<file path="src/rtl/pal_pkg.sv">
// Shared types and codes for the positional array list unit.
package pal_pkg;

	localparam int POS_W  = 4;
	localparam int DATA_W = 32;

	localparam logic [2:0] FUNC_WRITE  = 3'd0;
	localparam logic [2:0] FUNC_INSERT = 3'd1;
	localparam logic [2:0] FUNC_DELETE = 3'd2;
	localparam logic [2:0] FUNC_SEARCH = 3'd3;
	localparam logic [2:0] FUNC_READ   = 3'd4;

	typedef struct packed {
		logic [2:0]              func;
		logic [POS_W-1:0]        position;
		logic signed [DATA_W-1:0] value;
	} req_t;

	typedef struct packed {
		logic                     found;
		logic signed [DATA_W-1:0] read_value;
		logic                     error;
	} rsp_t;

	typedef enum logic [1:0] {
		CELL_HOLD,
		CELL_WRITE,
		CELL_INSERT,
		CELL_DELETE
	} cell_kind_t;

	typedef struct packed {
		cell_kind_t               kind;
		logic [POS_W-1:0]         pos;
		logic signed [DATA_W-1:0] value;
	} cell_cmd_t;

	typedef struct packed {
		logic [POS_W-1:0]         pos;
		logic signed [DATA_W-1:0] value;
	} key_t;

	typedef struct packed {
		logic                     vld;
		logic                     found;
		logic signed [DATA_W-1:0] rd;
	} scan_t;

	typedef enum logic {
		ST_IDLE,
		ST_SCAN
	} state_t;

endpackage

</file>
<file path="src/rtl/pal_cell.sv">
// One list entry: update from neighbors and pass the scan token on.
module pal_cell #(
	parameter int DEPTH = 16,
	parameter int INDEX = 0
) (
	input  logic                             clk,
	input  logic                             arst_n,
	input  pal_pkg::cell_cmd_t               cmd,
	input  pal_pkg::key_t                    key,
	input  logic signed [pal_pkg::DATA_W-1:0] left,
	input  logic signed [pal_pkg::DATA_W-1:0] right,
	input  pal_pkg::scan_t                   scan_in,
	output logic signed [pal_pkg::DATA_W-1:0] entry,
	output pal_pkg::scan_t                   scan_out
);
	import pal_pkg::*;

	localparam int IW = (DEPTH > 1) ? $clog2(DEPTH) : 1;
	localparam int CW = ((IW > POS_W) ? IW : POS_W) + 1;
	localparam logic [CW-1:0] MY_IDX = CW'(INDEX);

	logic signed [DATA_W-1:0] entry_q;
	scan_t                    scan_q;
	logic [CW-1:0]            cmd_pos;
	logic [CW-1:0]            key_pos;
	logic                     at_pos;
	logic                     above_pos;
	logic                     key_hit;

	assign cmd_pos   = CW'(cmd.pos);
	assign key_pos   = CW'(key.pos);
	assign at_pos    = (cmd_pos == MY_IDX);
	assign above_pos = (MY_IDX > cmd_pos);
	assign key_hit   = (key_pos == MY_IDX);

	always_ff @(posedge clk or negedge arst_n) begin
		if (!arst_n) begin
			entry_q <= '0;
		end else begin
			case (cmd.kind)
				CELL_WRITE: begin
					if (at_pos) entry_q <= cmd.value;
				end
				CELL_INSERT: begin
					if (at_pos) entry_q <= cmd.value;
					else if (above_pos) entry_q <= left;
				end
				CELL_DELETE: begin
					if (at_pos || above_pos) entry_q <= right;
				end
				default: begin
					entry_q <= entry_q;
				end
			endcase
		end
	end

	always_ff @(posedge clk or negedge arst_n) begin
		if (!arst_n) begin
			scan_q <= '0;
		end else begin
			scan_q.vld   <= scan_in.vld;
			scan_q.found <= scan_in.found | (entry_q == key.value);
			scan_q.rd    <= key_hit ? entry_q : scan_in.rd;
		end
	end

	assign entry    = entry_q;
	assign scan_out = scan_q;
endmodule

</file>
<file path="config.mk">
export PLATFORM = sky130hd
export DESIGN_NAME = pal_cell
export DESIGN_NICKNAME = d
export VERILOG_FILES = /design/src/rtl/pal_pkg.sv /design/src/rtl/pal_cell.sv
export SDC_FILE = /design/constraint.sdc
export NUM_CORES = 1
export LEC_CHECK = 0
export ABC_AREA = 1
export BUFFER_PORTS_ARGS = -buffer_cell sky130_fd_sc_hd__clkbuf_2
export CORE_MARGIN = 3
export CORE_UTILIZATION = 44
export DETAILED_ROUTE_END_ITERATION = 6
export MAX_ROUTING_LAYER = met4
export PLACE_DENSITY = 0.92
export SLEW_MARGIN = 20
export SYNTH_ARGS = -nofsm -noshare
export SYNTH_HDL_FRONTEND = slang
export SYNTH_SLANG_ARGS = --single-unit
</file>
<file path="constraint.sdc">
create_clock -name clk -period 1.2 [get_ports clk]
set_clock_uncertainty 0.15 [all_clocks]
set_input_delay 0.3 -clock clk [delete_from_list [all_inputs] [get_ports clk]]
set_output_delay 0.3 -clock clk [all_outputs]
set_load 0.02 [all_outputs]
</file>
==> reports/metrics.yaml <==
outcome:
  status: "finished with violations"
  violations: "setup timing"
power:
  swShare_pct: 33.6
  switching_power_mw: 3.03
  leakage_nw: 3.73
  power_density_nw_per_um2: 1320
  seq_power_share_pct: 31.2
  pwr-share-clk_pct: 23.2
  internal_power_mw: 6.01
  combPwrFrac_pct: 45.6
  ir_drop_uv: 754
synth:
  synthArstFlopShare_pct: 100
  synth_seq_cells: 66
  synth_area_leaders: "dfrtp_1 (41%), nand2_1 (13%), o21ai_0 (12%), inv_1 (6.6%), xnor2_1 (5.6%)"
  syn_nets: 718
  ys_seq_area_share_pct: 40.9
  synthTopCellsByCount: "nand2_1 (138), o21ai_0 (95), inv_1 (71)"
  ys_types: 18
  yosysWarnings: 0
  ys.flop_type: "dfrtp_1"
  synth.most_common_cell: "nand2_1"
  synth.top_cell.area_share_pct: 40.9
  syn_inst: 544
  synth_area_um2: 4040
  yosysTopAreaCell: "dfrtp_1"
  synth_edf_count: 0
  syn_avg_cell_area_um2: 7.42
min_path:
  hold_class: "in2reg"
  hold_path_end: "scan_out[13]"
  worstHoldStart: "scan_in[13]"
  whs_path_depth: 3
placed_design:
  place_ws_ns: -0.270
  numPlacedInstances: 907
  gp_congestion: 0.885
  port_buffers: 239
  dp_hpwl_mm: 10.8
die:
  core_um2: 8810
  die_h_um: 102
  die-area_um2: 10400
  io_pins: 240
  initial_utilization_pct: 45.8
  num_rows: 34
  die_w_um: 102
clocking:
  clockBufferDepth: 2
  htreeDepth: 3
  clkSinkCount: 66
  cts-root-buf: "clkbuf_8"
  clkTransAtPathRegs_ns: 0.08
  cts_buffers: 9
  clock_latency_ns: 0.33
  cts_tree: "built"
finish:
  syn_to_final_growth_pct: 69.1
  n_fill_cell: 542
  multi_input_area_um2: 1980
  seqCellArea_um2: 1650
  diodes: 0
  stdcell_count: 955
  fin_nets: 1016
  utilization_pct: 77.5
  drive_above_1_share_pct: 43.0
route:
  drc_errors: 0
  drt_iter0_drc: 299
  drt_pass1_iterations: 5
  wl_per_cell_um: 17.1
  ant_nets: 0
  vias: 5073
  drt_wl_total_mm: 16.3
  vias_per_cell: 5.31
timing:
  finalHoldViolations: 0
  hold_slack_ns: 0.0244
  min_period_over_period_pct: 122
  max_slew.worst_pin.slew_ns: 0.279
  fin_ws_ns: -0.268
  setup_violations: 68
  drv_slew: 0
  rsz0062_at_grt: "true"
  min_period_ns: 1.47
  maxSlewHeadroom_pct: 81.2
  max_freq_mhz: 681
grt:
  grt_first_pass_wirelength_mm: 22.6
  antenna_found_initial: 0
  grt_pass1_vias: 4891
  grt_start_max_net_pins: 43
  gr-total-overflow: 0
  track_usage_pct: 28.9
critical_path:
  critPathSlowestCell: "dfrtp_1"
  worstReg2RegEnd: "scan_out[32]"
  crit_family: "simple AND/OR/NAND/NOR gates"
  start_kind: "register"
  timing_worst_setup_path_type: "reg2reg"
  path_cells: "buf_4 > xnor2_1 > nand2_1 > nor2_1 > nand2_1 > nor2_1 > nand2_1 > nand2_1"
  path_buf_inv: 1
  worst_path_most_repeated_cell: "nand2_1"
  crit_required_ns: 1.31
  crit_arrival_ns: 1.58
  worstPathMaxFanout: 2
  reg2reg_depth: 8
  r2r_setup_slack_ns: -0.27
  end_kind: "register"
  cpPeakStageDelay_ns: 0.41
  r2r-start: "entry[5]"
  cp.depth: 8
flow_run:
  maxCapViolCount: 0
-- worst min-delay path: stages --
cell and delay, ns:
clkbuf_2 0.07, nand2_1 0.04, o21ai_0 0.06
-- through the flow --
| stage | TNS, ns | power [mW] | instance area, µm² |
|---|---|---|---|
| floorplan | -0.943 | 4.21 | 4040 |
| CTS | -11.39 | 8.54 | 6530 |
| global placement | -6.73 | 5.49 | 5670 |
| finish | -10.10 | 9.04 | 6830 |
| global route | -12.52 | 9.46 | 6830 |
| detailed placement | -8.44 | 5.57 | 5670 |
-- final cells by class --
cell class	instances	area share, %
clock inverters	6	1.34
multi-input cells	374	28.9
inverters	72	4.00
flip-flops and latches	66	24.2
well taps	108	1.98
clock buffers	10	1.87
repair buffers	319	37.7
-- worst max-delay path by stage --
stage | to | slack (ns) | start
after floorplan | entry[17] | -0.04 | cmd[32]
after global placement | entry[2] | -0.29 | cmd[32]
after detailed placement | entry[2] | -0.27 | cmd[32]
after CTS | entry[27] | -0.26 | entry[27]
after global routing | scan_out[32] | -0.33 | entry[1]
final | scan_out[32] | -0.27 | entry[5]
-- per-layer routing --
metal  track usage [%]  wire (µm)  up-vias
met2              51.4       8800      314
met4              13.5        705        0
li1                  -          -     2333
met5                 -          0        -
met3              4.27       1230       62
met1              31.5       5610     2364
-- kinds of logic (layout without fill, tap and decap cells) --
family	count (synthesis)	count (layout)	share of synthesized area (%)
compound gates	127	127	19.1
xor+xnor	26	26	5.64
buf+inv	104	407	11.7
flops	66	66	40.9
simple gates	221	221	22.7
-- registers in the layout, summed over array words and instances, names as in the netlist --
signal,cells
scan_out,34
entry,32
-- power by group through the flow --
| stage | Combinational, mW | Clock (mW) | Sequential [mW] |
|---|---|---|---|
| 2_1_floorplan | 0.977 | 0 | 3.24 |
| 3_3_place_gp | 2.70 | 0 | 2.79 |
| 3_5_place_dp | 2.76 | 0 | 2.81 |
| 4_1_cts | 3.66 | 2.11 | 2.76 |
| 5_1_grt | 4.39 | 2.21 | 2.85 |
| 6_report | 4.12 | 2.10 | 2.82 |
-- placed cells by master, fill, tap and decap left out, types with 2 or more instances in the layout --
cell           netlist  routed
clkbuf_2             3     171
nand2_1            138     136
o21ai_0             95      92
inv_1               71      70
dfrtp_1             66      66
buf_6                7      64
nor2_1              44      39
buf_4                2      38
nand3_1             33      33
buf_8                0      26
xnor2_1             26      20
a22oi_1             20      20
clkbuf_8             0      14
a22oi_2             11      11
buf_12               0      11
xnor2_2              0       6
nor2_2               0       5
nor2_4               5       5
o21ai_1              0       3
clkinvlp_4           0       3
nand2_2              0       2
bufinv_16            0       2
dlygate4sd3_1        0       2
buf_2               11       2
-- repair_timing --
action	CTS	global route
buffers inserted	28	2
gates resized for setup	94	143
setup endpoints to repair	67	71
hold buffers	2	0
pin swaps	11	5
endpoints found under the hold margin	67	0
Power figures use the tool's default switching activity.
